[config.mk]
export PLATFORM = sky130hd
export DESIGN_NAME = lpfr_out_stage
export DESIGN_NICKNAME = d
export VERILOG_FILES = /design/src/hdl/lpfr_pkg.sv /design/src/hdl/lpfr_out_stage.sv
export SDC_FILE = /design/constraint.sdc
export NUM_CORES = 1
export LEC_CHECK = 0
export BUFFER_PORTS_ARGS = -buffer_cell sky130_fd_sc_hd__buf_2
export CAP_MARGIN = 20
export CELL_PAD_IN_SITES_DETAIL_PLACEMENT = 0
export CELL_PAD_IN_SITES_GLOBAL_PLACEMENT = 1
export CORE_MARGIN = 5
export CORE_UTILIZATION = 32
export DETAILED_ROUTE_END_ITERATION = 16
export GPL_ROUTABILITY_DRIVEN = 0
export PLACE_DENSITY_LB_ADDON = 0.1
export SYNTH_ARGS = -nofsm -noshare
export SYNTH_HDL_FRONTEND = slang
export SYNTH_SLANG_ARGS = --single-unit
[constraint.sdc]
create_clock -name clk -period 0.9 [get_ports clk]
set_input_delay 0.09 -clock clk [delete_from_list [all_inputs] [get_ports clk]]
set_output_delay 0.09 -clock clk [all_outputs]
set_load 0.005 [all_outputs]
[src/hdl/lpfr_pkg.sv]
// Types and constants for the length-prefixed frame receiver.
// No dependencies; compiled first.

package lpfr_pkg;

  localparam logic [7:0] FRAME_DELIM = 8'h7E;
  localparam int unsigned LEN_W      = 16;
  localparam int unsigned FLEN_W     = 10;

  typedef enum logic [1:0] {
    KIND_DATA   = 2'd0,
    KIND_ACCEPT = 2'd1,
    KIND_DROP   = 2'd2
  } kind_t;

  typedef enum logic [2:0] {
    PH_HUNT    = 3'd0,
    PH_LEN_HI  = 3'd1,
    PH_LEN_LO  = 3'd2,
    PH_PAYLOAD = 3'd3,
    PH_END     = 3'd4
  } phase_t;

  typedef struct packed {
    kind_t              kind;
    logic [7:0]         data_byte;
    logic [FLEN_W-1:0]  frame_length;
  } result_t;

  // Handshake between the parse step and the result register.
  typedef struct packed {
    logic advance;  // parse step consumes its held byte this cycle
    logic emit;     // and loads a result beat
  } step_ctl_t;

endpackage

[src/hdl/lpfr_out_stage.sv]
// Result register: one beat held towards the consumer.
// Depends on lpfr_pkg.

module lpfr_out_stage import lpfr_pkg::*; (
  input  logic      clk,
  input  logic      rst_n,
  input  step_ctl_t ctl,
  input  result_t   result,
  output logic      sink_free,
  output logic      out_valid,
  input  logic      out_ready,
  output result_t   out_beat
);

  logic    valid_r, valid_nxt;
  result_t beat_r;

  assign sink_free = !valid_r || out_ready;
  assign valid_nxt = ctl.emit || (valid_r && !out_ready);

  always_ff @(posedge clk) begin
    if (!rst_n) begin
      valid_r <= 1'b0;
    end else begin
      valid_r <= valid_nxt;
    end
  end

  always_ff @(posedge clk) begin
    if (ctl.emit) begin
      beat_r <= result;
    end
  end

  assign out_valid = valid_r;
  assign out_beat  = beat_r;

endmodule

# == Word level (Yosys, flattened, before mapping) ==
# Index checks and enable logic that the tools add are counted.
# classes
reduce_logical,5
# op_table
op,n
$logic_not A1 Y1,2
$logic_or A1 B1 Y1,2
$logic_and A1 B1 Y1,1
# totals
reg_bits,21
input_bits,25
output_inout_bits,22
word_cells,9

# == Longest topological paths before layout ==
# logic_depth
depth_word,3
ltp_mapped,2
ltp_nobuf,2

# == Worst setup path before layout ==
# OpenSTA, ideal clock, no wires.
# synth_timing
path_kind,reg2reg
from,register valid_r (netlist: out_valid)
to,register valid_r (netlist: out_valid)
setup_time_ns,0.066
arrival_ns,0.543
required_time_ns,0.834
setup_slack_ns,0.292
stages_incl_launch_ff,3
path_buffers,0
synth_period_minus_slack_ns,0.608
cell_sequence,dfxtp_1 > nand2b_4 > a21boi_2
# synth_via
elab_chain_cells,2
# synth_lines
item,line_no,text
start: declaration,lpfr_out_stage.sv:15,"logic valid_r, valid_nxt;"
start signal: assignment,lpfr_out_stage.sv:25,valid_r <= valid_nxt;
$logic_and A1 B1 Y1,lpfr_out_stage.sv:19,assign valid_nxt = ctl.emit || (valid_r && !out_ready);
$logic_or A1 B1 Y1,lpfr_out_stage.sv:19,
# Every way passes these cells.
# A chain may end at the register's enable or synchronous reset.

# == Worst setup path in the final report ==
# layout_timing
from,register valid_r (netlist: out_valid)
to,output sink_free
# layout_via
elab_chain_cells,2
# layout_lines
item,line_no,text
$logic_not A1 Y1,lpfr_out_stage.sv:18,assign sink_free = !valid_r || out_ready;
$logic_or A1 B1 Y1,lpfr_out_stage.sv:18,
end: declaration,lpfr_out_stage.sv:9,"output logic sink_free,"
# Every way passes these cells.

==> results.md <==
* Routed vias/inst at 3.96
* Crit path time final at 0.925 ns
* CP max stage delay at 0.37 ns
* P&R area growth vs syn at 79.0%
* Clock skew at 0 ns
* Final worst slack at -0.0253 ns
* Num CTS Buffers at 3
* Achievable Freq at 1080 MHz
* Mean area per synthesized cell at 27.1 µm²
* Seq. cell area at 622 µm²
* CTS sink count at 21
* Crit path DAT at 0.84 ns
* Design area at 1160 µm²
* First-pass GRT wire length at 2.28 mm
* Critical R2R Launch: out_valid
* Critical Path Start Type: flip-flop
* Die span in y at 55.0 µm
* Slew headroom at 92.6%
* Layout cell share with drive strength beyond 1 at 55.3%
* RSZ-0062 raised after global routing: yes
* Antenna violations before repair at 0
* Max-slew violations at 0
* CP endpoint kind: primary output
* Total wire length at 1.48 mm
* Clock Tree Root: clkbuf_4
* Yosys cell types at 5
* # H-tree levels at 1
* Area post-placement at 928 µm²
* Via Count at 479
* Post-Synthesis Cells at 24
* # port buffers at 45
* Hold slack at 0.0271 ns
* Largest net degree at the start of global routing at 22
* CP startpoint: out_valid
* Initial DRC Count at 9
* Total power at 1.83 mW
* Antenna Cells at 0
* Crit path required time at 0.81 ns
* Clock Latency Late Sink at 0.29 ns
* Drt wl/cell at 12.2 µm
* Number of global-route vias before repair at 532
* Yosys warns at 0
* Core Box Area at 1940 µm²
* Synth area leader: edfxtp_1
* Site row count at 16
* Total track usage at 11.3%
* Sequential element share of the synthesized area at 95.6%
* Worst-margin pin slew at 0.111 ns
* Failing checks: negative setup slack
* Grt ovf at 0
* Leak at 0.508 nW
* I/O pin cnt at 47
* Maximum VDD drop at 0.829 mV
* Final period util at 103%
* DRC viols at 0
* Status: complete, but fails checks
* Power per cell area at 1570 nW/µm²
* Final count of hold timing violations at 0
* Crit path kind: flip-flop to primary output
* CTS tree: built
* Clock tree buffer depth at 2
* Die ar. at 3030 µm²
* Pre-CTS WS at 0.240 ns
* Starting Density at 33.4%
* Hold WC Path Type: primary input to flip-flop
* #FFs+latches synth at 21
* Hold path start: rst_n
* Yosys top cell area share at 92.5%
* Filler Cell Count at 160
* DRT Pass-1 Iters at 2
* Die extent in x at 55.0 µm
* Synthesized cell area at 649 µm²
* Syn nets at 49
* Multi-input logic area at 25.0 µm²
* Post-DRT Antenna Nets at 0
* Worst-path fanout max at 2
* Max_cap viols at 0
* Reg clk slew, reported paths at 0.11 ns
* Cell Chain, Critical Path: nand2b_4 > buf_6
* Final Setup Violations at 2
* CP max stage cell: dfxtp_2
* Area contributors post-synth: edfxtp_1 92%, dfxtp_1 3.1%, nand2b_4 2.1%
* Nets at 120
-- registers in the layout (all words and copies together), names as in the netlist --
| signal | count |
|---|---|
| out_valid | 1 |
| out_beat | 20 |
-- power breakdown --
part	switching [mW]	total, mW	internal (mW)
registers	0.0182	1.17	1.15
clock network	0.246	0.418	0.172
logic	0.0836	0.239	0.156
-- cell usage after synthesis (all sizes together) --
library cell   n
a21boi         1
dfxtp          1
edfxtp        20
inv            1
nand2b         1
-- final cells by class --
class | instances | area share (%)
inverter | 1 | 0.323
tap | 27 | 2.91
timing repair buffer | 66 | 38.9
clock buffer | 4 | 2.26
sequential | 21 | 53.5
multi-input combinational | 2 | 2.15
-- through the flow --
step,instances,setup TNS (ns),util [%]
after floorplan,24,0,-
after global placement,97,0,47.8
after detailed placement,97,0,47.8
after CTS,121,-0.0942,59.9
after global routing,121,-0.756,59.9
final,121,-0.0289,59.9
-- worst paths after layout --
kind | endpoint | cells past startpoint | slack, ns
hold / removal | out_valid | 2 | 0.03
hold reg to reg | out_valid | 2 | 0.50
setup / recovery | sink_free | 2 | -0.03
setup reg to reg | out_valid | 2 | 0.29
-- repair_timing --
item                                    in CTS  in global routing
hold endpoints to repair                    20                  0
buffers inserted                             0                  0
cloned                                       0                  0
endpoints found under the setup margin       8                 22
resized for setup                            2                  0
hold buffers                                20                  0
-- cells in the final DEF, fill, tap and decap left out, drive strengths merged --
master	synthesis	routed
inv	1	1
buf	0	46
edfxtp	20	20
clkbuf	0	4
nand2b	1	1
dlygate4sd3	0	20
dfxtp	1	1
a21boi	1	1
-- cells by family (layout without fill, tap and decap cells) --
logic type	Yosys count	in the layout	share of synthesized area, %
buffers and inverters	1	71	0.577
AND/OR/NAND/NOR	1	1	2.12
AO/OA/AOI/OAI	1	1	1.73
flip-flops	21	21	95.6
-- routing by layer --
| layer | vias up | routed length, µm | track usage [%] |
|---|---|---|---|
| met5 | - | 0 | 0 |
| met4 | 0 | 0 | 3.64 |
| met3 | 0 | 133 | 2.68 |
| met2 | 26 | 895 | 23.2 |
| met1 | 220 | 447 | 10.5 |
| li1 | 233 | - | - |
-- worst max-delay path: cells and delay by family, from the launching register on --
kind / cells / cell delay [ns]
flip-flops: 1 / 0.37
buffers and inverters: 1 / 0.11
AND/OR/NAND/NOR: 1 / 0.07
No activity file was read; power rests on OpenSTA's default activity.
