File: src/hdl/lpfr_pkg.sv
// Types and constants for the length-prefixed frame receiver.
// No dependencies; compiled first.

package lpfr_pkg;

  localparam logic [7:0] FRAME_DELIM = 8'h7E;
  localparam int unsigned LEN_W      = 16;
  localparam int unsigned FLEN_W     = 10;

  typedef enum logic [1:0] {
    KIND_DATA   = 2'd0,
    KIND_ACCEPT = 2'd1,
    KIND_DROP   = 2'd2
  } kind_t;

  typedef enum logic [2:0] {
    PH_HUNT    = 3'd0,
    PH_LEN_HI  = 3'd1,
    PH_LEN_LO  = 3'd2,
    PH_PAYLOAD = 3'd3,
    PH_END     = 3'd4
  } phase_t;

  typedef struct packed {
    kind_t              kind;
    logic [7:0]         data_byte;
    logic [FLEN_W-1:0]  frame_length;
  } result_t;

  // Handshake between the parse step and the result register.
  typedef struct packed {
    logic advance;  // parse step consumes its held byte this cycle
    logic emit;     // and loads a result beat
  } step_ctl_t;

endpackage

File: src/hdl/lpfr_in_stage.sv
// Input register: holds one received byte until the parse step takes it.
// Depends on lpfr_pkg.

module lpfr_in_stage import lpfr_pkg::*; (
  input  logic       clk,
  input  logic       rst_n,
  input  logic       in_valid,
  output logic       in_ready,
  input  logic [7:0] in_byte,
  input  step_ctl_t  ctl,
  output logic       hold_valid,
  output logic [7:0] hold_byte
);

  logic       valid_r, valid_nxt;
  logic [7:0] byte_r;
  logic       take;

  assign in_ready  = !valid_r || ctl.advance;
  assign take      = in_valid && in_ready;
  assign valid_nxt = take || (valid_r && !ctl.advance);

  always_ff @(posedge clk) begin
    if (!rst_n) begin
      valid_r <= 1'b0;
    end else begin
      valid_r <= valid_nxt;
    end
  end

  always_ff @(posedge clk) begin
    if (take) begin
      byte_r <= in_byte;
    end
  end

  assign hold_valid = valid_r;
  assign hold_byte  = byte_r;

endmodule

File: config.mk
export PLATFORM = sky130hd
export DESIGN_NAME = lpfr_in_stage
export DESIGN_NICKNAME = d
export VERILOG_FILES = /design/src/hdl/lpfr_pkg.sv /design/src/hdl/lpfr_in_stage.sv
export SDC_FILE = /design/constraint.sdc
export NUM_CORES = 1
export LEC_CHECK = 0
export BUFFER_PORTS_ARGS = -buffer_cell sky130_fd_sc_hd__buf_2
export CAP_MARGIN = 20
export CORE_AREA = 3 3 40 42
export DETAILED_ROUTE_END_ITERATION = 12
export DIE_AREA = 0 0 43 45
export MAX_ROUTING_LAYER = met4
export PLACE_DENSITY_LB_ADDON = 0.1
export SYNTH_ARGS = -nofsm -noshare
export SYNTH_HDL_FRONTEND = slang
export SYNTH_SLANG_ARGS = --single-unit
export TNS_END_PERCENT = 100
File: constraint.sdc
create_clock -name clk -period 1.1 [get_ports clk]
set_input_delay 0.22 -clock clk [delete_from_list [all_inputs] [get_ports clk]]
set_output_delay 0.22 -clock clk [all_outputs]
set_load 0.03 [all_outputs]
After elaboration in Yosys (flattened, before gate mapping):

Index checks and enable logic that the tools add are counted.

* reduce and logical (&&, ||, !) cells: 6

Operator list (number)
* logical AND 1 bit: 2
* logical NOT 1 bit: 2
* logical OR 1 bit: 2

* bits in registers: 9
* input port bits: 13
* output and inout port bits: 10
* word-level logic and storage cells: 8

Longest topological paths before layout:

* depth in word-level cells: 4
* gate-level depth with buffers: 2
* depth with buffers taken out: 2

Worst setup path before layout:

No wires, ideal clock.

* path kind: register to register
* start point: register valid_r, in the netlist hold_valid
* end point: register byte_r[0], in the netlist hold_byte[0], enable pin
* setup time: 0.249 ns
* arrival time: 0.896 ns
* required time: 0.851 ns
* slack: -0.045 ns
* cell stages (with the launch flop): 3
* buffers on the path: 0
* clock period less this slack: 1.145 ns
* cell sequence: dfxtp_1 -> nand2b_4 -> and2_4

* longest elaborated chain between the ends: 3

RTL lines
* start, declared: line lpfr_in_stage.sv:15 `logic valid_r, valid_nxt;`
* start signal, assigned: line lpfr_in_stage.sv:27 `valid_r <= valid_nxt;`
* logical NOT 1 bit: line lpfr_in_stage.sv:19 `assign in_ready = !valid_r || ctl.advance;`
* logical OR 1 bit: line lpfr_in_stage.sv:19
* named net in_ready: line lpfr_in_stage.sv:8 `output logic in_ready,`
* logical AND 1 bit: line lpfr_in_stage.sv:20 `assign take = in_valid && in_ready;`
* named net take: line lpfr_in_stage.sv:17 `logic take;`
* end signal, assigned: line lpfr_in_stage.sv:33 `byte_r <= in_byte;`
* end, declared: line lpfr_in_stage.sv:16 `logic [7:0] byte_r;`

The timed path passes the listed nets, and every way through them passes these cells.
A chain may end at the register's enable or synchronous reset.

Worst setup path after layout:

* start point: register valid_r, in the netlist hold_valid
* end point: output port in_ready

* longest elaborated chain between the ends: 2

RTL lines (line)
* logical NOT 1 bit: lpfr_in_stage.sv:19
* logical OR 1 bit: lpfr_in_stage.sv:19
* end, declared: lpfr_in_stage.sv:8

No other way between the ends.

==> impl_metrics.tcl <==
set metrics [dict create \
    worst_hold_slack_ns 0.143 \
    hold_path_class "primary input to flop" \
    netlist.top_cell.by_area "edfxtp_1" \
    setup_viol_count_final 0 \
    number_of_global_route_vias_before_repair 201 \
    synth_cell_type_count 6 \
    initialDrtViolationCount 2 \
    clock_tree.root_cell "clkbuf_4" \
    h_tree_levels 1 \
    synth_largest_type_area_fraction_pct 80.7 \
    place.gp.congestion 0.595 \
    final-instance-count-excl-fill 53 \
    fill_cells 138 \
    timing.final.ws_setup_ns 0.0364 \
    maximum_clock_insertion_buffer_count 2 \
    floorplan.io_pins 23 \
    cts_hold_buf 0 \
    numPortBuffers 21 \
    initial_utilization_pct 23.2 \
    fin_tns_setup_ns 0 \
    minimum_clock_period_after_layout_ns 1.06 \
    drive_above_1_share_pct 73.7 \
    multi_input_area_um2 33.8 \
    synth_top_cells_by_area "edfxtp_1, dfxtp_1, nand2b_4, a21boi_2, and2_4" \
    max_slew_margin_pct 89.5 \
    die_outline_width_um 43 \
    synth_fp_nets 26 \
    remaining_drc_errors 0 \
    detailroute.via_count 207 \
    drv_cap 0 \
    cts_setup_buffers 0 \
    grt-ovfl-total 0 \
    synthesis.area_um2 298 \
    critPathLaunchType "flop" \
    slew_worst_pin_ns 0.158 \
    growth_of_design_area_from_synthesis_to_finish_pct 50.8 \
    setup_repair_after_global_routing_missed_its_margin "false" \
    number_of_gates_resized_after_cts 0 \
    detail_route.first_pass.iterations 2 \
    p_per_area_nw_per_um2 1650 \
    finalHoldViolCount 0 \
    cts_clk_pin_slew_worst_paths_ns 0.06 \
    grt_max_degree 9 \
    vdd_drop_max_v 0.000634 \
    status "complete, no violations" \
    finalNetCount 52 \
    numClockSinks 9 \
    ant_nets 0 \
    die-area_um2 1940 \
    timing.critical_path.arrival_ns 0.84 \
    post_synth.cell_area_avg_um2 22.9 \
    grt_first_pass_wirelength_um 731 \
    route.detailed.wl_per_inst_um 10.4 \
    detail_route.wirelength_um 549 \
    postSynthCellCount 13 \
    cts_buffers 3 \
    leakage_uw 0.000204 \
    die_height_um 45 \
    synth_sequential_area_ratio_pct 87.4 \
    post-route-period-util_pct 96.7 \
    number_of_antenna_violations_at_the_first_check_in_global_routing 0 \
    seq_area_um2 262 \
    tritoncts "built" \
    report.final.slew_viol_count 0 \
    critical_path_start_end_classification "flop to output port" \
    fmax_mhz 940 \
    synthesis.yosys.warnings 0 \
    clock_insertion_delay_worst_skew_ns 0.25 \
    dp_cells 49 \
    crit_fanout 3 \
    grtUsageTotal_pct 5.57 \
    n_antenna_cell 0 \
    worstPathRequired_ns 0.88 \
    worst_clock_skew_ns 0.00231 \
    final_common_cell "buf_2" \
    route.detailed.vias_per_inst 3.91 \
    dpl_worst_slack_ns 0.175 \
    core_region_area_um2 1280 \
    worst_setup_path_end_kind "output port" \
    final_cell_mix "buf_2, edfxtp_1, clkbuf_4" \
    cell_rows 13 \
    postSynthRegisterBits 9 \
]
==> where the power goes <==
part	switching, µW	leakage [µW]	internal (µW)
sequential	5.69	0.0000860	396
combinational	64.4	0.000103	35.6
clock	103	0.0000150	139
total	173	0.000204	571
==> worst paths after layout <==
path | from | to | slack, ns | cells after the start
max reg2reg | hold_valid | hold_byte[5] | 0.20 | 2
min | in_byte[0] | hold_byte[0] | 0.14 | 1
min reg2reg | hold_valid | hold_valid | 0.49 | 2
max | hold_valid | in_ready | 0.04 | 2
==> metrics by stage <==
step | utilization [%] | total power [µW] | instance area (µm²)
global placement | 32.9 | 508 | 423
floorplan | - | 470 | 299
global route | 35.0 | 774 | 449
finish | 35.0 | 743 | 449
CTS | 35.0 | 754 | 449
detailed placement | 32.9 | 511 | 423
==> state kept, by name, indices dropped and copies added, names as in the netlist <==
register    flops
hold_byte       8
hold_valid      1
==> metal layers <==
layer,wire length [µm],track usage (%)
met1,173,4.52
met4,0,3.61
met5,0,-
met2,310,10.2
met3,66,2.39
==> logic make-up (layout without fill, tap and decap cells) <==
| kind of cell | Yosys count | after routing | share of synthesized area [%] |
|---|---|---|---|
| compound gates | 1 | 1 | 3.78 |
| flops | 9 | 9 | 87.4 |
| simple gates | 2 | 2 | 7.56 |
| buf+inv | 1 | 26 | 1.26 |
==> synth_stat cells <==
cell type  instances
edfxtp_1           8
a21boi_2           1
and2_4             1
dfxtp_1            1
inv_1              1
nand2b_4           1
==> final cells by class <==
class                      count  area share (%)
tap                           15            4.18
multi-input combinational      3            7.52
sequential                     9            58.2
inverter                       1           0.836
timing repair buffer          21            23.4
clock buffer                   4            5.85
==> critical path: stages, from the launching register on <==
cell	delay [ns]
dfxtp_2	0.33
nand2b_4	0.07
buf_2	0.19
Power figures use the tool's default switching activity.
