<file path="src/hdl/lpfr_pkg.sv">
// Types and constants for the length-prefixed frame receiver.
// No dependencies; compiled first.

package lpfr_pkg;

  localparam logic [7:0] FRAME_DELIM = 8'h7E;
  localparam int unsigned LEN_W      = 16;
  localparam int unsigned FLEN_W     = 10;

  typedef enum logic [1:0] {
    KIND_DATA   = 2'd0,
    KIND_ACCEPT = 2'd1,
    KIND_DROP   = 2'd2
  } kind_t;

  typedef enum logic [2:0] {
    PH_HUNT    = 3'd0,
    PH_LEN_HI  = 3'd1,
    PH_LEN_LO  = 3'd2,
    PH_PAYLOAD = 3'd3,
    PH_END     = 3'd4
  } phase_t;

  typedef struct packed {
    kind_t              kind;
    logic [7:0]         data_byte;
    logic [FLEN_W-1:0]  frame_length;
  } result_t;

  // Handshake between the parse step and the result register.
  typedef struct packed {
    logic advance;  // parse step consumes its held byte this cycle
    logic emit;     // and loads a result beat
  } step_ctl_t;

endpackage

</file>
<file path="src/hdl/lpfr_parser.sv">
// Frame parse state machine and the accept-limit register.
// Depends on lpfr_pkg.

module lpfr_parser import lpfr_pkg::*; #(
  parameter int unsigned MAX_PAYLOAD = 512
) (
  input  logic             clk,
  input  logic             rst_n,
  input  logic             cfg_wr_en,
  input  logic [LEN_W-1:0] cfg_wr_data,
  input  logic             hold_valid,
  input  logic [7:0]       hold_byte,
  input  logic             sink_free,
  output step_ctl_t        ctl,
  output result_t          result
);

  localparam int unsigned     CNT_W   = $clog2(MAX_PAYLOAD + 1);
  localparam logic [LEN_W-1:0] MAX_LEN = LEN_W'(MAX_PAYLOAD);

  phase_t             phase_r, phase_nxt;
  logic [LEN_W-1:0]   decl_r, decl_nxt;
  logic [CNT_W-1:0]   cnt_r, cnt_nxt;
  logic [CNT_W-1:0]   cnt_inc;
  logic [LEN_W-1:0]   limit_r;
  logic [LEN_W-1:0]   len_lo;
  logic               emit;

  assign cnt_inc = cnt_r + CNT_W'(1);
  assign len_lo  = {decl_r[15:8], hold_byte};

  // next state
  always_comb begin
    phase_nxt = phase_r;
    decl_nxt  = decl_r;
    cnt_nxt   = cnt_r;
    case (phase_r)
      PH_LEN_HI: begin
        decl_nxt  = {hold_byte, 8'h00};
        phase_nxt = PH_LEN_LO;
      end
      PH_LEN_LO: begin
        decl_nxt = len_lo;
        if (len_lo == '0 || len_lo > MAX_LEN) begin
          phase_nxt = PH_HUNT;
        end else begin
          cnt_nxt   = '0;
          phase_nxt = PH_PAYLOAD;
        end
      end
      PH_PAYLOAD: begin
        cnt_nxt = cnt_inc;
        if (LEN_W'(cnt_inc) >= decl_r) begin
          phase_nxt = PH_END;
        end
      end
      PH_END: begin
        phase_nxt = PH_HUNT;
      end
      default: begin
        phase_nxt = (hold_byte == FRAME_DELIM) ? PH_LEN_HI : PH_HUNT;
      end
    endcase
  end

  // outputs
  always_comb begin
    emit                = 1'b0;
    result.kind         = KIND_DATA;
    result.data_byte    = '0;
    result.frame_length = '0;
    case (phase_r)
      PH_PAYLOAD: begin
        emit             = 1'b1;
        result.data_byte = hold_byte;
      end
      PH_END: begin
        emit                = 1'b1;
        result.frame_length = decl_r[FLEN_W-1:0];
        result.kind = (hold_byte == FRAME_DELIM && decl_r <= limit_r) ? KIND_ACCEPT
                                                                       : KIND_DROP;
      end
      default: begin
        emit = 1'b0;
      end
    endcase
  end

  assign ctl.advance = hold_valid && sink_free;
  assign ctl.emit    = ctl.advance && emit;

  always_ff @(posedge clk) begin
    if (!rst_n) begin
      phase_r <= PH_HUNT;
      decl_r  <= '0;
      cnt_r   <= '0;
    end else if (ctl.advance) begin
      phase_r <= phase_nxt;
      decl_r  <= decl_nxt;
      cnt_r   <= cnt_nxt;
    end
  end

  always_ff @(posedge clk) begin
    if (!rst_n) begin
      limit_r <= '1;
    end else if (cfg_wr_en) begin
      limit_r <= cfg_wr_data;
    end
  end

endmodule

</file>
<file path="config.mk">
export PLATFORM = sky130hd
export DESIGN_NAME = lpfr_parser
export DESIGN_NICKNAME = d
export VERILOG_FILES = /design/src/hdl/lpfr_pkg.sv /design/src/hdl/lpfr_parser.sv
export SDC_FILE = /design/constraint.sdc
export NUM_CORES = 1
export LEC_CHECK = 0
export ABC_AREA = 1
export BUFFER_PORTS_ARGS = -buffer_cell sky130_fd_sc_hd__buf_2
export CORE_MARGIN = 2
export CORE_UTILIZATION = 58
export CTS_BUF_LIST = sky130_fd_sc_hd__clkbuf_4 sky130_fd_sc_hd__clkbuf_8
export CTS_CLUSTER_DIAMETER = 50
export CTS_CLUSTER_SIZE = 25
export DETAILED_ROUTE_END_ITERATION = 10
export PLACE_DENSITY_LB_ADDON = 0.05
export RECOVER_POWER = 100
export SYNTH_ARGS = -nofsm -noshare
export SYNTH_HDL_FRONTEND = slang
export SYNTH_SLANG_ARGS = --single-unit
</file>
<file path="constraint.sdc">
create_clock -name clk -period 2.6 [get_ports clk]
set_input_delay 0.26 -clock clk [delete_from_list [all_inputs] [get_ports clk]]
set_output_delay 0.26 -clock clk [all_outputs]
set_load 0.01 [all_outputs]
</file>
# Word level (Yosys, flattened, before mapping)
# Cells that the tools add are included.
# totals
out_inout_bits	22
reg_bits	45
# op_classes
add_sub_neg	1
eq_ne	7
n_lt_le_gt_ge	3
muxes	12
reduce_logical	12
bitwise_logic	1
# op_table
cell	count
$pmux W16 S2	1
$mux W10	2
$pmux W10 S2	1
$ge A10 B16 Y1	1
$gt A16 B10 Y1 const B	1
$le A16 B16 Y1	1
$logic_not A16 Y1	1
$pmux W3 S4	1
$add A10 B1 Y10 const B	1
$eq A8 B7 Y1 const B	1
$mux W8	1
$eq A3 B2 Y1 const B	2
$mux W2	3
$reduce_and A3 Y1	2
$ne A2 B2 Y1 const B	2
$reduce_and A2 Y1	2
$reduce_bool A2 Y1	2
$eq A3 B1 Y1 const B	1
$eq A3 B3 Y1 const B	1
$logic_and A1 B1 Y1	3
$mux W3	1
$mux W1	2
$reduce_or A2 Y1	1
$logic_or A1 B1 Y1	1
$not A1 Y1	1

# Depth between registers and ports, before layout
# Gate-level depths: netlist of run 1.
# depth
word_depth	4
ltp_mapped	16
mapped_depth_nobuf	16

# Worst setup path before layout of run 1
# OpenSTA, ideal clock, no wires.
# synth_path
path_type	flip-flop to flip-flop
start	register cnt_r[0]
end	register phase_r[0]
synth_period_minus_slack_ns	1.987
path_stages_with_launch	16
path_buffers	0
arrival_ns	1.874
setup_ns	0.113
setup_slack_ns	0.613
required_time_ns	2.487
path_cell_list	dfxtp_1 ha_1 nand2_1 nor2_1 nand4_1 xor2_1 ha_1 a21o_1 nand3_1 nand2_1 nor2_1 nand2_1 nand2_2 nand2_1 nand2_1 nor2_1
# synth_via
elab_chain_len	4
# synth_rtl
element	line_no	source
start, declared	lpfr_parser.sv:23	logic [CNT_W-1:0] cnt_r, cnt_nxt;
start signal, assigned	lpfr_parser.sv:100	cnt_r <= cnt_nxt;
$add A10 B1 Y10	lpfr_parser.sv:29	assign cnt_inc = cnt_r + CNT_W'(1);
$ge A10 B16 Y1	lpfr_parser.sv:53	if (LEN_W'(cnt_inc) >= decl_r) begin
$ne A2 B2 Y1 (no line)	-	
$reduce_and A2 Y1 (no line)	-	
end signal, assigned	lpfr_parser.sv:98	phase_r <= phase_nxt;
end, declared	lpfr_parser.sv:21	phase_t phase_r, phase_nxt;
# Every way passes these cells.
# A chain may end at the register's enable or synchronous reset.

# Worst setup path in the final report of run 1
# layout_path
start	register cnt_r[0]
end	register phase_r[2]
# The elaborated chain is that of the path after synthesis.

==> results of run 1 <==
-- tightest hold or removal path, delay by kind of cell --
| family | cells | cell delay (ps) |
|---|---|---|
| buffers and inverters | 1 | 70 |
| AO/OA/AOI/OAI | 2 | 100 |
-- registers in the layout, indices dropped and copies added, names as in the netlist --
name,count
limit_r,16
decl_r,16
cnt_r,10
phase_r,3
-- layout by cell type, fill, tap and decap left out, types with 2 or more instances in the layout --
master,synthesis,routed
xor2_1,5,5
inv_1,57,57
nand3_1,10,10
o21ai_0,22,22
a211oi_1,0,8
nor2_1,47,47
nor3_1,2,2
ha_1,27,27
nand2_4,2,2
dfxtp_1,45,45
clkbuf_1,7,23
clkbuf_8,1,5
nand2_1,83,84
a21oi_1,55,55
clkinv_2,1,2
clkinv_1,2,2
nand4_1,2,2
inv_2,5,5
nand2_2,6,5
buf_2,0,28
nor2_4,5,5
-- metal layers --
metal / part of all wire / vias to the layer above
met5: 0 / -
li1: - / 1377
met2: 0.49 / 68
met4: 0.012 / 0
met1: 0.44 / 1135
met3: 0.053 / 10
-- power by group through the flow --
stage          registers [mW]  logic, mW  clock network [mW]
2_1_floorplan           0.739      0.119                   0
3_3_place_gp            0.741      0.170                   0
3_5_place_dp            0.742      0.175                   0
4_1_cts                 0.726      0.176               0.453
5_1_grt                 0.729      0.198               0.479
6_report                0.726      0.170               0.444
-- metrics by stage --
stage	hold slack, ps	utilization	cells
after floorplan	380.4	-	401
after global placement	450.4	0.6565	496
after detailed placement	459.0	0.6565	496
after CTS	164.3	0.6757	504
after global routing	175.3	0.6600	504
final	164.6	0.6600	504
-- cell families after synthesis --
kind of cell / count (synthesis) / synth area share
AO/OA/AOI/OAI: 88 / 0.1807
XOR/XNOR: 6 / 0.01865
adder cells (fa/ha/maj): 27 / 0.1199
AND/OR/NAND/NOR: 160 / 0.2518
buffers and inverters: 75 / 0.1092
flip-flops: 45 / 0.3197
-- Yosys cell counts (2+ instances only) --
| library cell | number | area, µm² |
|---|---|---|
| a211oi_2 | 8 | 100.1 |
| nor2_1 | 47 | 176.4 |
| a21oi_1 | 55 | 275.3 |
| xor2_1 | 5 | 43.79 |
| clkinv_1 | 2 | 7.510 |
| buf_6 | 2 | 22.52 |
| o21ai_0 | 22 | 110.1 |
| nand2_2 | 6 | 37.54 |
| clkbuf_1 | 7 | 26.28 |
| nor3_1 | 2 | 10.01 |
| nand2_1 | 83 | 311.6 |
| nor2_4 | 5 | 56.30 |
| inv_1 | 57 | 214.0 |
| nand3_1 | 10 | 50.05 |
| ha_1 | 27 | 337.8 |
| nand4_1 | 2 | 12.51 |
| dfxtp_1 | 45 | 900.9 |
| inv_2 | 5 | 18.77 |
| nand2_4 | 2 | 22.52 |
-- cell type report --
| type | instances | share of cell area |
|---|---|---|
| multi-input cells | 281 | 0.5059 |
| repair buffers | 51 | 0.07313 |
| flip-flops and latches | 45 | 0.2909 |
| inverters | 65 | 0.07919 |
| clock inverters | 3 | 0.006869 |
| well taps | 54 | 0.02182 |
| clock buffers | 5 | 0.02222 |
-- worst paths after layout --
check | to | cells after the start
max reg2reg | phase_r[2] | 15
max | phase_r[2] | 15
min | limit_r[2] | 3
min reg2reg | limit_r[9] | 2
==> impl_summary.log, run 1 <==
[metrics] cell area after layout: about 0.0031 mm²
[metrics] Final setup violation count: 0
[metrics] source of the worst register-to-register timing path: cnt_r[0]
[metrics] arrival time worst endpoint: approximately 2500 ps
[metrics] buffers inserted by post-CTS timing repair: 0
[metrics] share of total power in sequential cells: 0.541
[metrics] global placer's final weighted congestion: approximately 0.86
[metrics] number of instances in the synthesized netlist: about 400
[metrics] std cell rows: 25
[metrics] overall power: 1.340 mW
[metrics] effective utilization at floorplan: 0.6005
[metrics] number of buffers inserted during clock tree synthesis: 5
[metrics] root buffer cell: clkbuf_8
[metrics] max-cap violations: 1
[metrics] post-synth net total: 457
[metrics] number of distinct library cells after synthesis: 28
[metrics] area of all sequential standard cells: roughly 900 µm²
[metrics] required time worst endpoint: between 2000 and 3000 ps
[metrics] placed cell area: slightly above 0.003 mm²
[metrics] synthesis-to-finish area growth: 9.902%
[metrics] path class of the lowest-slack min-delay path: input port to register
[metrics] run status: finished with violations
[metrics] count of hold-fix buffers inserted at cts: 0
[metrics] GR peak layer: met2
[metrics] overflow left after global routing: 0
[metrics] fraction of final layout cells sized beyond drive strength 1: 0.1289
[metrics] highest achievable clock rate: roughly 440 MHz
[metrics] met2 track demand over resource in global routing: 0.4504
[metrics] final worst path period share: 0.8695
[metrics] Main synth FF type: dfxtp_1
[metrics] crit-path max FO: 7
[metrics] die outline area: approximately 0.0054 mm²
[metrics] maximum number of pins on one net before global-route repair: 43
[metrics] CTS sink count: 45
[metrics] cells resized by post-CTS repair: 0
[metrics] largest delay contributor family on the critical path: simple AND/OR/NAND/NOR gates
[metrics] number of filler cells placed in the layout: 445
[metrics] startpoint type of the worst setup path: register
[metrics] async set-reset flop share out of synthesis: 0
[metrics] leakage power total: 1.510 nW
[metrics] first-pass iteration count of the detailed router: 4
[metrics] half-perimeter wire length of the detailed placement result: roughly 4.8 mm
[metrics] final critical-path setup slack: approximately 340 ps
[metrics] post-detailed-route count of antenna-violating nets: 0
[metrics] total detailed-routing wirelength: just over 6 mm
[metrics] vias in the first global route: 2402
[metrics] kind of critical path: register to register
[metrics] Slowest Stage Delay on Critical Path: approximately 460 ps
[metrics] worst setup path start: cnt_r[0]
[metrics] Final Max Tran Viols: 43
[metrics] layout net count: between 500 and 600
[metrics] number of antenna violations at the first check in global routing: 0
[metrics] worst slew pin tran: between 1500 and 2000 ps
[metrics] level count of the clock H-tree: 2
[metrics] vertical extent of the die: between 70 and 80 µm
[metrics] area of the placeable core: between 0.004 and 0.005 mm²
[metrics] total of warnings raised by yosys: 0
[metrics] number of flops mapped to enable cells by yosys: 0
[metrics] number of remaining DRC errors: 0
[metrics] wire length of the first global-routing pass: just over 10 mm
[metrics] cell area after technology mapping: about 0.0028 mm²
[metrics] clock slew seen by the registers of the worst setup and hold paths: ~90 ps
[metrics] met3 Usage GRT: 0.04390
[metrics] clock share of power: 0.332
[metrics] Synth Register Bits: 45
[metrics] worst setup skew after layout: 6.248 ps
[metrics] nature of the critical path endpoint: register
[metrics] number of placed I/O pins: slightly above 50
[metrics] slowest library cell on the worst path: dfxtp_1
[metrics] list of cells traversed by the critical path: ha_1 > nand2_1 > nor2_1 > nand2_1 > xor2_1 > inv_1 > ha_1 > nand2_1 > o21ai_0 > nor2_1 > nand2_1 > nand2_2 > nand2_1 > nand2_1 > nor2_1
[metrics] Seq/Total Area, Yosys: 0.3197
[metrics] peak supply drop: just over 300 µV
[metrics] remaining max-slew budget at the tightest pin: -0.2934
[metrics] clock buffer depth: 2
[metrics] Antenna diodes: 0
[metrics] M1 GR Usage: 0.2882
[metrics] area of the multi-input gates: 0.001567 mm²
[metrics] hold path start: cfg_wr_data[2]
[metrics] die boundary width: approximately 74 µm
[metrics] TritonCTS clock tree: built
[metrics] pre-CTS setup slack: between 300 and 400 ps
[metrics] cell internal power dissipation: about 0.96 mW
[metrics] violated checks: max-capacitance violations, max-slew violations
[metrics] most numerous cell on the critical path: nand2_1
[metrics] shortest period the worst path allows: around 2300 ps
[metrics] mean number of vias per cell: between 5 and 6
[metrics] total power divided by cell area: 432.8 mW/mm²
[metrics] per-cell routed wire length: between 10 and 15 µm
[metrics] register-to-register setup slack: 340 ps
[metrics] per-instance average area after synthesis: about 7 µm²
[metrics] number of buffers inserted by port buffering: 50
[metrics] switching part of the total power: 0.2806
[metrics] via count: ~2600
[metrics] Overall Global Routing Usage: 0.2428
[metrics] number of DRC markers in iteration 0: 90
[metrics] fraction of power consumed by combinational cells: 0.127
[metrics] count of buffering cells on the critical path with inverters included: 1
[metrics] RSZ-0062 raised after global routing: no
[metrics] Psw: 0.3761 mW
[metrics] final count of hold timing violations: 0
[metrics] Setup Total Neg Slack: 0 ps
[metrics] insertion delay to the later sink of the worst-skew pair: about 300 ps
No activity file was read; power rests on OpenSTA's default activity.
==> run 2: changes to the inputs <==
- ABC_AREA: 1 -> unset
- CORE_ASPECT_RATIO: unset -> 0.6
- CORE_UTILIZATION: 58 -> 57
==> run 2 against run 1 <==
The run now ends clean. Via count increased by 2.6%. Non-clock buffer count up 5. Total power increased by 4.4%. Register-to-register slack got worse by 170 ps. Fmax is 12% lower. Count of clock-buffer cells in the layout unchanged. Critical path depth is 7 lower. First-iteration DRC count up 110%. Die area fell by 2.1%. Sequential share of layout area is 0.97 points lower. Synthesized area shrank 4.2%. Sequential power down 0.6%.
==> impl_summary.log, run 2 <==
[metrics] Antenna diodes: 0 (unchanged)
[metrics] clock slew seen by the registers of the worst setup and hold paths: 90 ps (about the same)
[metrics] Synth top area share: 0.3338 (+0.01408)
[metrics] leading post-synthesis cells by cell area: dfxtp_1 33%, ha_1 13%, nor2_1 5.8%
[metrics] area of the placeable core: 0.004564 mm² (-2.7%)
[metrics] number of placed I/O pins: 51 (unchanged)
[metrics] final count of hold timing violations: 0 (unchanged)
[metrics] CTS sink count: 45 (unchanged)
[metrics] std cell rows: 19 (-24%)
[metrics] wire length of the first global-routing pass: 11.12 mm (+7.3%)
[metrics] clock buffer depth: 2 (unchanged)
[metrics] post-synthesis adder-cell area fraction: 0.1252 (+0.005280)
[metrics] cell internal power dissipation: 1.053 mW (+9.2%)
[metrics] worst slew pin tran: 1443 ps (-496.9 ps)
[metrics] path class of the lowest-slack min-delay path: input port to register
[metrics] post-synthesis compound-gate area fraction: 0.1994 (+0.01862)
[metrics] final worst path period share: 0.9856 (+0.1161)
[metrics] switching part of the total power: 0.2471 (-0.03355)
[metrics] via count: 2658 (+2.6%)
[metrics] Final Max Tran Viols: 0 (-100%)
[metrics] most instantiated cells after synthesis: 45 x dfxtp_1, 42 x nor2_1, 39 x nand2_1
[metrics] async set-reset flop share out of synthesis: 0 (unchanged)
[metrics] nature of the critical path endpoint: output pin
[metrics] Psw: 0.3456 mW (-8.1%)
[metrics] worst setup skew after layout: 11.17 ps (+4.924 ps)
[metrics] run status: finished clean
[metrics] cell with the most instances after synthesis: dfxtp_1
[metrics] synthesis-to-finish area growth: 20.17%
[metrics] vertical extent of the die: 57.30 µm (-22%)
[metrics] startpoint type of the worst setup path: register
[metrics] fraction of power consumed by combinational cells: 0.115 (-0.012)
[metrics] per-instance average area after synthesis: 7.961 µm² (+13%)
[metrics] TritonCTS clock tree: built
[metrics] pre-CTS setup slack: 77.38 ps (-319.0 ps)
[metrics] top flop regs: decl_r: 16 flops, limit_r: 16 flops, cnt_r: 10 flops
[metrics] required time worst endpoint: 2340 ps (-500 ps)
[metrics] number of flops mapped to enable cells by yosys: 0 (unchanged)
[metrics] die outline area: 0.005319 mm² (-2.1%)
[metrics] root buffer cell: clkbuf_8
[metrics] number of remaining DRC errors: 0 (unchanged)
[metrics] arrival time worst endpoint: 2300 ps (-210 ps)
[metrics] global placer's final weighted congestion: 0.9820 (+15%)
[metrics] main combinational cell family by area after synthesis: simple AND/OR/NAND/NOR gates
[metrics] total detailed-routing wirelength: 7.439 mm (+21%)
[metrics] post-synth net total: 395 (-14%)
[metrics] Seq/Total Area, Yosys: 0.3338 (+0.01408)
[metrics] number of buffers inserted by port buffering: 50 (unchanged)
[metrics] max-cap violations: 0 (-1)
[metrics] Main synth FF type: dfxtp_1
[metrics] Final setup violation count: 0 (unchanged)
[metrics] maximum number of pins on one net before global-route repair: 32 (-26%)
[metrics] RSZ-0062 raised after global routing: yes
[metrics] post-synthesis mux area share: 0.003709 (+0.003709)
[metrics] number of instances in the synthesized netlist: 339 (-15%)
[metrics] Synth Register Bits: 45 (unchanged)
[metrics] most used cells in the layout excluding fill and tap cells: 42 x nor2_1, 39 x nand2_1, 36 x dfxtp_1, 29 x buf_2, 24 x inv_1
[metrics] placed cell area: 0.002992 mm² (-2.9%)
[metrics] kind of critical path: register to output pin
[metrics] cell area after layout: 0.003243 mm² (+4.7%)
[metrics] number of antenna violations at the first check in global routing: 0 (unchanged)
[metrics] total of warnings raised by yosys: 0 (unchanged)
[metrics] depth of the worst register-to-register path: 9 (-6)
[metrics] highest achievable clock rate: 390.2 MHz (-12%)
[metrics] first-pass iteration count of the detailed router: 5 (+1)
[metrics] Overall Global Routing Usage: 0.2670 (+0.02418)
[metrics] fraction of synthesized cell area in xor and xnor cells: 0.03245 (+0.01380)
[metrics] number of DRC markers in iteration 0: 186 (+110%)
[metrics] number of buffers inserted during clock tree synthesis: 5 (unchanged)
[metrics] number of cells on the worst hold path: 3 (unchanged)
[metrics] clock share of power: 0.369 (+0.037)
[metrics] layout net count: 443 (-12%)
[metrics] shortest period the worst path allows: 2562 ps (+301.8 ps)
[metrics] most common library cell in the layout ignoring fill and taps: nor2_1
[metrics] overflow left after global routing: 0 (unchanged)
[metrics] per-cell routed wire length: 16.53 µm (+36%)
[metrics] final critical-path setup slack: 37.51 ps (-301.8 ps)
[metrics] post-detailed-route count of antenna-violating nets: 0 (unchanged)
[metrics] half-perimeter wire length of the detailed placement result: 5.250 mm (+9.8%)
[metrics] fraction of final layout cells sized beyond drive strength 1: 0.2171 (+0.08817)
[metrics] level count of the clock H-tree: 2 (unchanged)
[metrics] crit-path max FO: 3 (-4)
[metrics] fraction of the mapped netlist area in simple logic gates: 0.2434 (-0.008383)
[metrics] peak supply drop: 334.3 µV (+11%)
[metrics] remaining max-slew budget at the tightest pin: 0.03783 (+0.3313)
[metrics] total power divided by cell area: 431.3 mW/mm² (-0.34%)
[metrics] mean number of vias per cell: 5.907 (+15%)
[metrics] effective utilization at floorplan: 0.5913 (-0.009250)
[metrics] vias in the first global route: 2253 (-6.2%)
[metrics] die boundary width: 92.84 µm (+26%)
[metrics] cell area after technology mapping: 0.002699 mm² (-4.2%)
[metrics] leakage power total: 1.397 nW (-7.5%)
[metrics] cell type contributing the most total cell area after synthesis: dfxtp_1
[metrics] insertion delay to the later sink of the worst-skew pair: 300 ps (about the same)
[metrics] share of total power in sequential cells: 0.516 (-0.025)
[metrics] number of distinct library cells after synthesis: 43 (+54%)
-- run 2: changes by cell type after synthesis, sizes merged, moves of 10 or more --
cell,before,now
nor2,52,42
o211ai,0,17
a21oi,56,21
o21ai,22,3
and3,0,20
nand2,91,39
inv,62,28
-- run 2: cell families after synthesis --
family,count (synthesis)
AND/OR/NAND/NOR,138
buffers and inverters,44
flip-flops,45
XOR/XNOR,10
adder cells (fa/ha/maj),27
multiplexers,1
AO/OA/AOI/OAI,74
-- run 2: timing repair --
item / in CTS / in global routing
hold buffers: 0 / 0
endpoints found under the setup margin: 2 / 5
gates resized for setup: 5 / 31
pin swaps: 3 / 11
gates cloned: 0 / 0
setup buffers: 1 / 2
hold endpoints to repair: 0 / 0
-- run 2: area by class of cell --
class | count | area, µm²
clock inverters | 2 | 35.03
repair buffers | 56 | 272.8
fillers | 389 | 1321
flip-flops and latches | 45 | 912.1
multi-input cells | 250 | 1767
clock buffers | 5 | 68.82
inverters | 29 | 108.9
well taps | 63 | 78.83
-- run 2: path summary, 6_finish.rpt --
check / end / slack, ps / from
setup reg to reg: phase_r[2] / 170 / cnt_r[4]
hold reg to reg: limit_r[8] / 480 / limit_r[8]
setup / recovery: result[19] / 40 / decl_r[14]
hold / removal: limit_r[15] / 170 / cfg_wr_data[15]
-- run 2: critical path, cell delays in order, from the launching register on --
cell     delay (ps)
dfxtp_1         420
ha_4            240
nand4_1         170
buf_4           150
nor2_1           40
a211o_1         250
or4_4           430
and3_4          200
buf_6           110
-- run 2: per-layer routing --
metal  up-vias  track usage  wire (µm)
met3         8      0.07530        798
met4         0      0.04832         55
li1       1305            -          -
met1      1211       0.4104       3477
met5         -            0          0
met2       134       0.3758       3108
-- run 2: through the flow --
step           power (mW)  std cells  hold WS, ps    util  setup TNS, ps
2_1_floorplan      0.8208        339        386.2       -              0
3_3_place_gp       0.8717        440        465.2  0.6554              0
3_5_place_dp       0.8754        440        465.5  0.6554              0
4_1_cts             1.379        448        170.3  0.6880              0
5_1_grt             1.446        450        176.4  0.7105         -56.93
6_report            1.399        450        167.8  0.7105              0
-- run 2: power by group through the flow --
stage | clock network, mW | registers, mW | logic [mW]
after floorplan | 0 | 0.732 | 0.0892
after global placement | 0 | 0.735 | 0.137
after detailed placement | 0 | 0.736 | 0.140
after CTS | 0.516 | 0.719 | 0.144
after global routing | 0.544 | 0.725 | 0.177
final | 0.516 | 0.722 | 0.161
